--- config.mk ---
export PLATFORM = sky130hd
export DESIGN_NAME = frame_deframer_crc16_flat
export DESIGN_NICKNAME = d
export VERILOG_FILES = /design/src/design/fdc_pkg.sv /design/src/design/fdc_if.sv /design/src/design/fdc_crc16.sv /design/src/design/fdc_parser.sv /design/src/design/fdc_out_reg.sv /design/src/design/frame_deframer_crc16.sv /design/src/flat_wrapper.sv
export SDC_FILE = /design/constraint.sdc
export NUM_CORES = 1
export LEC_CHECK = 0
export ABC_AREA = 1
export BUFFER_PORTS_ARGS = -buffer_cell sky130_fd_sc_hd__buf_2
export CAP_MARGIN = 10
export CORE_ASPECT_RATIO = 2
export CORE_MARGIN = 3
export CORE_UTILIZATION = 45
export CTS_CLUSTER_DIAMETER = 80
export DETAILED_ROUTE_END_ITERATION = 6
export GPL_ROUTABILITY_DRIVEN = 0
export GPL_TIMING_DRIVEN = 0
export SYNTH_ARGS = -nofsm -noshare
export SYNTH_HDL_FRONTEND = slang
export SYNTH_SLANG_ARGS = --single-unit
--- constraint.sdc ---
create_clock -name clk_i -period 5.7 [get_ports clk_i]
set_input_delay 0.855 -clock clk_i [delete_from_list [all_inputs] [get_ports clk_i]]
set_output_delay 0.855 -clock clk_i [all_outputs]
set_load 0.005 [all_outputs]
--- src/design/fdc_pkg.sv ---
package fdc_pkg;

  localparam logic [7:0]  SyncByte1 = 8'hAA;
  localparam logic [7:0]  SyncByte2 = 8'h55;
  localparam logic [15:0] CrcPoly   = 16'h1021;
  localparam logic [15:0] CrcSeed   = 16'hFFFF;

  typedef enum logic [7:0] {
    PH_SYNC1  = 8'b0000_0001,
    PH_SYNC2  = 8'b0000_0010,
    PH_LEN_LO = 8'b0000_0100,
    PH_LEN_HI = 8'b0000_1000,
    PH_TYPE   = 8'b0001_0000,
    PH_DATA   = 8'b0010_0000,
    PH_CRC_LO = 8'b0100_0000,
    PH_CRC_HI = 8'b1000_0000
  } phase_e;

  typedef struct packed {
    logic [7:0]  data_byte;
    logic [7:0]  frame_type;
    logic        is_end;
    logic        crc_good;
    logic [15:0] frame_length;
  } res_t;

endpackage

--- src/design/fdc_if.sv ---
interface fdc_in_if;
  logic       valid;
  logic       ready;
  logic [7:0] in_byte;

  modport source (output valid, output in_byte, input ready);
  modport sink   (input valid, input in_byte, output ready);
endinterface

interface fdc_out_if;
  logic        valid;
  logic        ready;
  logic [7:0]  data_byte;
  logic [7:0]  frame_type;
  logic        is_end;
  logic        crc_good;
  logic [15:0] frame_length;

  modport source (output valid, output data_byte, output frame_type, output is_end,
                  output crc_good, output frame_length, input ready);
  modport sink   (input valid, input data_byte, input frame_type, input is_end,
                  input crc_good, input frame_length, output ready);
endinterface

--- src/design/fdc_crc16.sv ---
module fdc_crc16 (
  input  logic [15:0] crc_i,
  input  logic [7:0]  byte_i,
  output logic [15:0] crc_o
);

  always_comb begin
    logic [15:0] c;
    c = crc_i ^ {byte_i, 8'h00};
    for (int i = 0; i < 8; i++) begin
      if (c[15]) begin
        c = {c[14:0], 1'b0} ^ fdc_pkg::CrcPoly;
      end else begin
        c = {c[14:0], 1'b0};
      end
    end
    crc_o = c;
  end

endmodule

--- src/design/fdc_parser.sv ---
module fdc_parser (
  input  logic              clk_i,
  input  logic              rst_ni,
  input  logic              accept_i,
  input  logic [7:0]        in_byte_i,
  output logic              res_valid_o,
  output fdc_pkg::res_t     res_o,
  output fdc_pkg::phase_e   phase_o
);

  fdc_pkg::phase_e phase_q, phase_d;
  logic [15:0] len_q, len_d;
  logic [15:0] cnt_q, cnt_d;
  logic [7:0]  type_q, type_d;
  logic [15:0] crc_q, crc_d;
  logic [7:0]  crc_lo_q, crc_lo_d;
  logic [15:0] crc_in, crc_next;

  assign crc_in = (phase_q == fdc_pkg::PH_TYPE) ? fdc_pkg::CrcSeed : crc_q;

  fdc_crc16 u_crc (
    .crc_i  (crc_in),
    .byte_i (in_byte_i),
    .crc_o  (crc_next)
  );

  always_comb begin
    phase_d     = phase_q;
    len_d       = len_q;
    cnt_d       = cnt_q;
    type_d      = type_q;
    crc_d       = crc_q;
    crc_lo_d    = crc_lo_q;
    res_valid_o = 1'b0;
    res_o       = '0;
    if (accept_i) begin
      unique case (phase_q)
        fdc_pkg::PH_SYNC1: begin
          if (in_byte_i == fdc_pkg::SyncByte1) phase_d = fdc_pkg::PH_SYNC2;
        end
        fdc_pkg::PH_SYNC2: begin
          phase_d = (in_byte_i == fdc_pkg::SyncByte2) ? fdc_pkg::PH_LEN_LO
                                                      : fdc_pkg::PH_SYNC1;
        end
        fdc_pkg::PH_LEN_LO: begin
          len_d   = {8'h00, in_byte_i};
          phase_d = fdc_pkg::PH_LEN_HI;
        end
        fdc_pkg::PH_LEN_HI: begin
          len_d   = {in_byte_i, len_q[7:0]};
          cnt_d   = '0;
          phase_d = fdc_pkg::PH_TYPE;
        end
        fdc_pkg::PH_TYPE: begin
          type_d  = in_byte_i;
          crc_d   = crc_next;
          phase_d = (len_q == 16'd0) ? fdc_pkg::PH_CRC_LO : fdc_pkg::PH_DATA;
        end
        fdc_pkg::PH_DATA: begin
          crc_d = crc_next;
          cnt_d = cnt_q + 16'd1;
          if (cnt_d >= len_q) phase_d = fdc_pkg::PH_CRC_LO;
          res_valid_o        = 1'b1;
          res_o.data_byte    = in_byte_i;
          res_o.frame_type   = type_q;
          res_o.frame_length = len_q;
        end
        fdc_pkg::PH_CRC_LO: begin
          crc_lo_d = in_byte_i;
          phase_d  = fdc_pkg::PH_CRC_HI;
        end
        fdc_pkg::PH_CRC_HI: begin
          res_valid_o        = 1'b1;
          res_o.frame_type   = type_q;
          res_o.is_end       = 1'b1;
          res_o.crc_good     = ({in_byte_i, crc_lo_q} == crc_q);
          res_o.frame_length = len_q;
          phase_d  = fdc_pkg::PH_SYNC1;
          len_d    = '0;
          cnt_d    = '0;
          type_d   = '0;
          crc_d    = fdc_pkg::CrcSeed;
          crc_lo_d = '0;
        end
        default: phase_d = fdc_pkg::PH_SYNC1;
      endcase
    end
  end

  always_ff @(posedge clk_i or negedge rst_ni) begin
    if (!rst_ni) begin
      phase_q  <= fdc_pkg::PH_SYNC1;
      len_q    <= '0;
      cnt_q    <= '0;
      type_q   <= '0;
      crc_q    <= fdc_pkg::CrcSeed;
      crc_lo_q <= '0;
    end else begin
      phase_q  <= phase_d;
      len_q    <= len_d;
      cnt_q    <= cnt_d;
      type_q   <= type_d;
      crc_q    <= crc_d;
      crc_lo_q <= crc_lo_d;
    end
  end

  assign phase_o = phase_q;

endmodule

--- src/design/fdc_out_reg.sv ---
module fdc_out_reg (
  input  logic          clk_i,
  input  logic          rst_ni,
  input  logic          res_valid_i,
  input  fdc_pkg::res_t res_i,
  output logic          ready_o,
  fdc_out_if.source     out_o
);

  logic          valid_q;
  fdc_pkg::res_t res_q;

  assign ready_o = !valid_q || out_o.ready;

  always_ff @(posedge clk_i or negedge rst_ni) begin
    if (!rst_ni) begin
      valid_q <= 1'b0;
    end else if (ready_o) begin
      valid_q <= res_valid_i;
    end
  end

  always_ff @(posedge clk_i) begin
    if (ready_o && res_valid_i) begin
      res_q <= res_i;
    end
  end

  assign out_o.valid        = valid_q;
  assign out_o.data_byte    = res_q.data_byte;
  assign out_o.frame_type   = res_q.frame_type;
  assign out_o.is_end       = res_q.is_end;
  assign out_o.crc_good     = res_q.crc_good;
  assign out_o.frame_length = res_q.frame_length;

endmodule

--- src/design/frame_deframer_crc16.sv ---
// Byte-stream deframer with CRC-16/CCITT-FALSE check.
// in_i carries one received link byte per item. The block hunts for the
// sync pair 0xAA 0x55, takes a little-endian length, a type byte, the
// payload and a little-endian CRC over type and payload.
// out_o items: one per payload byte (is_end = 0), then one end item
// (is_end = 1) with type, length and crc_good after the last CRC byte.
// Header and CRC bytes give no item.
// A result appears on out_o in the cycle after its byte is accepted.
// Throughput: one byte per cycle while in_i.ready is high; the per-byte CRC
// update is a single combinational XOR network between the state registers.
// A single output register separates the sides: in_i.ready is high while
// that register is empty or being drained, so a stalled receiver stops
// input only once a result is waiting.
// Reset: the parser returns to the sync hunt, the CRC to 0xFFFF, and the
// output register empties. After every end item the parser also returns
// to the hunt, whatever the CRC result.
module frame_deframer_crc16 (
  input  logic       clk_i,
  input  logic       rst_ni,
  fdc_in_if.sink     in_i,
  fdc_out_if.source  out_o
);

  logic            ready;
  logic            res_valid;
  fdc_pkg::res_t   res;
  logic            accept;
  fdc_pkg::phase_e phase;

  assign in_i.ready = ready;
  assign accept     = in_i.valid && ready;

  fdc_parser u_parser (
    .clk_i       (clk_i),
    .rst_ni      (rst_ni),
    .accept_i    (accept),
    .in_byte_i   (in_i.in_byte),
    .res_valid_o (res_valid),
    .res_o       (res),
    .phase_o     (phase)
  );

  fdc_out_reg u_out (
    .clk_i       (clk_i),
    .rst_ni      (rst_ni),
    .res_valid_i (res_valid),
    .res_i       (res),
    .ready_o     (ready),
    .out_o       (out_o)
  );

  a_phase_onehot: assert property (@(posedge clk_i) disable iff (!rst_ni)
    $onehot(phase))
    else $error("parser phase not one-hot");

  a_end_item: assert property (@(posedge clk_i) disable iff (!rst_ni)
    accept && phase == fdc_pkg::PH_CRC_HI
    |=> out_o.valid && out_o.is_end && phase == fdc_pkg::PH_SYNC1)
    else $error("second CRC byte did not produce an end item");

  a_header_silent: assert property (@(posedge clk_i) disable iff (!rst_ni)
    accept && (phase == fdc_pkg::PH_SYNC1 || phase == fdc_pkg::PH_SYNC2
      || phase == fdc_pkg::PH_LEN_LO || phase == fdc_pkg::PH_LEN_HI
      || phase == fdc_pkg::PH_TYPE || phase == fdc_pkg::PH_CRC_LO)
    |=> !out_o.valid)
    else $error("header or CRC byte produced an item");

  a_end_fields: assert property (@(posedge clk_i) disable iff (!rst_ni)
    out_o.valid |-> (out_o.is_end ? out_o.data_byte == 8'h00 : !out_o.crc_good))
    else $error("inconsistent result item fields");

endmodule

--- src/flat_wrapper.sv ---
// flat-port wrapper written by rule: the top's interface ports become plain ports
module frame_deframer_crc16_flat 
  (clk_i, rst_ni, in_i_valid, in_i_in_byte, in_i_ready, out_o_valid, out_o_data_byte, out_o_frame_type, out_o_is_end, out_o_crc_good, out_o_frame_length, out_o_ready);
  fdc_in_if in_i_i ();
  fdc_out_if out_o_i ();
  input  logic clk_i;
  input  logic rst_ni;
  input wire logic [$bits(in_i_i.valid)-1:0] in_i_valid;
  input wire logic [$bits(in_i_i.in_byte)-1:0] in_i_in_byte;
  output wire logic [$bits(in_i_i.ready)-1:0] in_i_ready;
  output wire logic [$bits(out_o_i.valid)-1:0] out_o_valid;
  output wire logic [$bits(out_o_i.data_byte)-1:0] out_o_data_byte;
  output wire logic [$bits(out_o_i.frame_type)-1:0] out_o_frame_type;
  output wire logic [$bits(out_o_i.is_end)-1:0] out_o_is_end;
  output wire logic [$bits(out_o_i.crc_good)-1:0] out_o_crc_good;
  output wire logic [$bits(out_o_i.frame_length)-1:0] out_o_frame_length;
  input wire logic [$bits(out_o_i.ready)-1:0] out_o_ready;
  assign in_i_i.valid = in_i_valid;
  assign in_i_i.in_byte = in_i_in_byte;
  assign in_i_ready = in_i_i.ready;
  assign out_o_valid = out_o_i.valid;
  assign out_o_data_byte = out_o_i.data_byte;
  assign out_o_frame_type = out_o_i.frame_type;
  assign out_o_is_end = out_o_i.is_end;
  assign out_o_crc_good = out_o_i.crc_good;
  assign out_o_frame_length = out_o_i.frame_length;
  assign out_o_i.ready = out_o_ready;
  frame_deframer_crc16 u_core (.clk_i(clk_i), .rst_ni(rst_ni), .in_i(in_i_i), .out_o(out_o_i));
endmodule
* After elaboration in Yosys (flattened, before gate mapping)
Index checks and enable logic that the tools add are counted.
Word-level totals: bits in registers 107, output and inout port bits 36, logic and storage cells 84, bits of input ports 12
Operators by class: reduce and logical (&&, ||, !) cells 24, eq/ne operators 13, order comparisons 1, add/sub/neg operators 1, bitwise gates (word level) 10, mux-type cells 22
Operators with widths (count):
- 2-to-1 mux 13 bit | 8
- case mux 16 bit (2 select lines) | 2
- case mux 8 bit (7 select lines) | 1
- case mux 16 bit (3 select lines) | 1
- case mux 8 bit (2 select lines) | 2
- inverter 3 bit | 8
- adder 16 x 1 -> 16 bit, second input constant | 1
- == test 16 bit | 1
- == test 8 x 7 -> 1 bit, second input constant | 2
- == test 8 bit, second input constant | 2
- greater-or-equal comparator 16 bit | 1
- zero test 16 bit | 1
- 2-to-1 mux 16 bit | 1
- 2-to-1 mux 8 bit | 2
- AND reduction 2 bit | 8
- bitwise XOR 16 bit | 1
- nonzero test 2 bit | 5
- == test 8 x 1 -> 1 bit, second input constant | 1
- == test 8 x 2 -> 1 bit, second input constant | 1
- == test 8 x 3 -> 1 bit, second input constant | 1
- == test 8 x 4 -> 1 bit, second input constant | 1
- == test 8 x 5 -> 1 bit, second input constant | 1
- == test 8 x 6 -> 1 bit, second input constant | 1
- 2-to-1 mux 7 bit | 1
- other kinds (11) | 17

* Logic depth before layout (Yosys ltp)
depth in word-level cells 20, gate-level depth with buffers 19, mapped depth without buffers 19

* Modules after synthesis
From an unflattened synthesis, not the netlist that was laid out.
Second synthesis, totals: cell total of the unflattened synthesis 766, area, all modules 5973.2 µm²
Modules (own cells, without submodules):
- fdc_parser | times used 1, cells each 609, area each 4410.5 µm², sequential area each 1823.0 µm²
- fdc_out_reg | times used 1, cells each 40, area each 1066.0 µm², sequential area each 1046.0 µm²
- fdc_crc16 | times used 1, cells each 115, area each 489.2 µm², sequential area each 0.0 µm²
- frame_deframer_crc16 | times used 1, cells each 2, area each 7.5 µm², sequential area each 0.0 µm²

* Worst setup path before layout
Ideal clock, no wire load.
path kind register to register, start point register u_core.u_parser.cnt_q[0], end point register u_core.u_parser.phase_q[5] (netlist: u_core.u_parser.phase_o[5]), period minus slack after synthesis 2.439 ns, library setup time 0.117 ns, cell stages (with the launch flop) 19, buffers on the path 0, required time 5.583 ns, path slack 3.261 ns, arrival 2.322 ns, cell sequence dfrtp_1 -> ha_1 -> nand3_1 -> nor3_1 -> nand2_1 -> nor2_1 -> nand2_1 -> nand2_1 -> inv_1 -> ha_1 -> nand2_1 -> o21ai_0 -> nand2_1 -> nand2_1 -> nor2_2 -> nand2_2 -> nand2_2 -> nand2_1 -> nand2_1
On the way: cells in the longest elaborated chain, start to end 4
RTL lines:
- from (decl) | RTL line fdc_parser.sv:13 | logic [15:0] cnt_q, cnt_d;
- from (signal assigned) | RTL line fdc_parser.sv:101 | cnt_q <= cnt_d;
- adder 16 x 1 -> 16 bit | RTL line fdc_parser.sv:61 | cnt_d = cnt_q + 16'd1;
- greater-or-equal comparator 16 bit | RTL line fdc_parser.sv:62 | if (cnt_d >= len_q) phase_d = fdc_pkg::PH_CRC_LO;
- inequality test 2 bit (no source line)
- AND reduction 3 bit (no source line)
- to (signal assigned) | RTL line fdc_parser.sv:92 | phase_q <= fdc_pkg::PH_SYNC1;
- to (signal assigned) | RTL line fdc_parser.sv:99 | phase_q <= phase_d;
- to (decl) | RTL line fdc_parser.sv:11 | fdc_pkg::phase_e phase_q, phase_d;
No other way between the ends. A chain may end at the register's enable or synchronous reset.

* Worst setup path after layout
start point register u_core.u_parser.cnt_q[0], end point register u_core.u_parser.phase_q[1] (netlist: u_core.u_parser.phase_o[1])
The elaborated chain is that of the path after synthesis.

==> results.yml <==
layout:
  synthToLayoutAreaGrowth_pct: 12.3
  n_fill_cell: 1206
  final_layout_size_suffix_gt1_frac: 0.198
  layout.cells.most_common_list: "sky130_fd_sc_hd__nand2_1 (166), sky130_fd_sc_hd__inv_1 (99), sky130_fd_sc_hd__nand3_1 (59)"
  layout.nets: 786
  commonest_non_fill_non_tap_cell_in_the_layout: "sky130_fd_sc_hd__nand2_1"
  final_core_util: 0.521
  area.sequential_mm2: 0.00287
  layout.cell_area.non_filler_mm2: 0.00662
  n_antenna_cell: 0
  multi_input_area_mm2: 0.00247
setup_path:
  cp.buffers_inverters: 1
  critical_path.startpoint: "u_core.u_parser.cnt_q[0]"
  worstSetupPathDepth: 18
  critical_path.cell_chain: "ha_1 -> nand3_1 -> nor3_1 -> nand2_1 -> nor2_1 -> nand2_1 -> nand2_1 -> inv_1 -> ha_1 -> nand2_1 -> o21ai_0 -> nand2_1 -> nand2_1 -> nor2_2 -> nand2_2 -> nand2_2 -> nand2_1 -> nand2_1"
  worstPathArrival_ps: 3380
  worst_path_dominant_cell_family: "simple AND/OR/NAND/NOR gates"
  critPathRequiredTime_ps: 5940
  timing.reg2reg.worst_path_depth: 18
  crit_path_max_fanout: 9
  critical_path.endpoint_type: "register"
  crit-reg2reg-launch: "u_core.u_parser.cnt_q[0]"
  crit_path_max_incr_delay_ps: 490
  cp_common_cell: "sky130_fd_sc_hd__nand2_1"
  path_class: "reg -> reg"
  crit_path_top_delay_cell: "sky130_fd_sc_hd__dfrtp_1"
  startpoint_type: "register"
route:
  drt_wl_total_um: 16400
  dr.pass1.iters: 5
  antenna_violating_nets_post_route: 0
  detailedRoute.firstIterationViolations: 280
  drt_drc_violations_left: 0
  avgViaCountPerCell: 5.40
  via_count: 4925
  wl_per_cell_um: 18.0
placement:
  dp_worst_setup_slack_ps: 2580
  dp.final_hpwl_um: 12700
  port_buffer_count: 46
  detailed_place.area_mm2: 0.00634
grt:
  grt_antenna_before_repair: 0
  overflow: 0
  grt_pass1_wl_um: 25900
  grt_start_max_net_pins: 71
  grt_use_total: 0.233
  grt_pass1_vias: 5153
outcome:
  outcome: "completed"
sta:
  tightest_slew_ps: 917
  timing.final.setup_violations: 0
  final.setup_skew_ps: 7.80
  fin_crit_ps: 3150
  achievable-frequency_mhz: 318
  slew-limit-headroom: 0.387
  finalHoldViolations: 0
  report.final.slew_viol_count: 0
  grt_setup_unrepaired: "false"
  period_share: 0.552
  fin_setup_tns_ps: 0
  worst_slack_ps: 2550
clock_tree:
  cts.clk_slew.worst_paths_ps: 70
  worst_skew_late_latency_ps: 350
  post_cts.repair.setup_buffers: 0
  cts-hold-fix-buffers: 0
  cts_tree: "done"
  cts_made_buffers: 9
  htree_num_levels: 3
  post_cts.resized_instances: 0
  cts_root_buf: "sky130_fd_sc_hd__clkbuf_16"
  tritoncts_sinks: 107
  max-clock-path-buffers: 2
run:
  max_cap_viol: 0
floorplan:
  die_ar_mm2: 0.0146
  initial_core_util: 0.464
  num_io_pins: 48
  design.core.area_mm2: 0.0127
  row_count: 58
  fp.dieW_um: 86.9
  die_height_um: 168
yosys:
  synth.cell_area_mm2: 0.00590
  yosys_warnings: 0
  synth_cell_types: 40
  ys_seq_area_frac: 0.487
  synth-seq-cells: 107
  synth.net_count: 728
  synth.avg_cell_area_um2: 8.43
  syn-instance-count: 699
power:
  powerDensity_mw_per_mm2: 255
  power.static_leakage_nw: 3.26
  vdd_drop_max_v: 0.000144
hold_path:
  timing.hold.worst.class: "in -> async"
Yosys cell counts, drive strengths merged:
cell      n  area share
inv     113       0.073
nor3      7      0.0059
dfrtp    56        0.24
nand3    60       0.052
a21oi    13       0.012
buf      12       0.020
clkinv    1     0.00064
a31oi     1      0.0011
nor3b     1      0.0013
nand2   177        0.12
nand4    13       0.020
o21bai    2      0.0025
a221oi    1      0.0015
ha       17       0.036
edfxtp   34        0.17
o22ai    16       0.019
clkbuf    1     0.00064
o21ai    53       0.046
or2       5      0.0053
nor4     11       0.013
xor2     17       0.025
nor2     71       0.060
dfstp    17       0.076
where the power goes:
group	total (mW)	internal (mW)	switching, mW
Clock	0.593	0.302	0.291
Combinational	0.257	0.0798	0.177
Sequential	0.835	0.815	0.0198
Total	1.69	1.20	0.488
metrics by stage:
step	std cells	hold WS (ps)	total power, mW
floorplan	699	453	1.02
global placement	895	470	1.09
detailed placement	896	474	1.10
CTS	912	301	1.69
global route	912	295	1.76
finish	912	304	1.69
flip-flops by register name, indices dropped and copies added (netlist names):
register,count
u_core.u_parser.len_q,16
u_core.u_out.out_o.crc_good,1
u_core.u_out.out_o.valid,1
u_core.u_out.out_o.frame_type,8
u_core.u_parser.crc_q,16
u_core.u_out.out_o.is_end,1
u_core.u_out.out_o.frame_length,16
u_core.u_parser.type_q,8
u_core.u_out.out_o.data_byte,8
u_core.u_parser.phase_o,8
u_core.u_parser.cnt_q,16
u_core.u_parser.crc_lo_q,8
metal layers:
metal | share of wire | global-route usage
met1 | 0.34 | 0.236
met2 | 0.55 | 0.422
met3 | 0.029 | 0.0269
met4 | 0.081 | 0.171
met5 | 0 | 0
logic make-up after synthesis:
logic type	synth area share
flops	0.487
compound gates	0.0821
fa+ha+maj	0.0361
xor+xnor	0.0253
buf+inv	0.0942
simple gates	0.276
layout make-up:
class	count	area share
Sequential cell	107	0.433
Multi-Input combinational cell	465	0.373
Inverter	114	0.0654
Timing Repair Buffer	47	0.0393
Clock buffer	10	0.0346
Tap cell	150	0.0283
Buffer	13	0.0185
Clock inverter	6	0.00756
final timing paths:
check	to	slack [ps]
setup / recovery	u_core.u_parser.phase_o[1]	2550
max in group asynchronous	u_core.u_parser.phase_o[0]	4780
hold reg to reg	u_core.u_parser.type_q[7]	490
min in group clk_i	u_core.u_parser.type_q[7]	490
hold / removal	u_core.u_out.out_o.valid	300
setup reg to reg	u_core.u_parser.phase_o[1]	2550
Note: power is estimated with default switching activity, not from simulation.
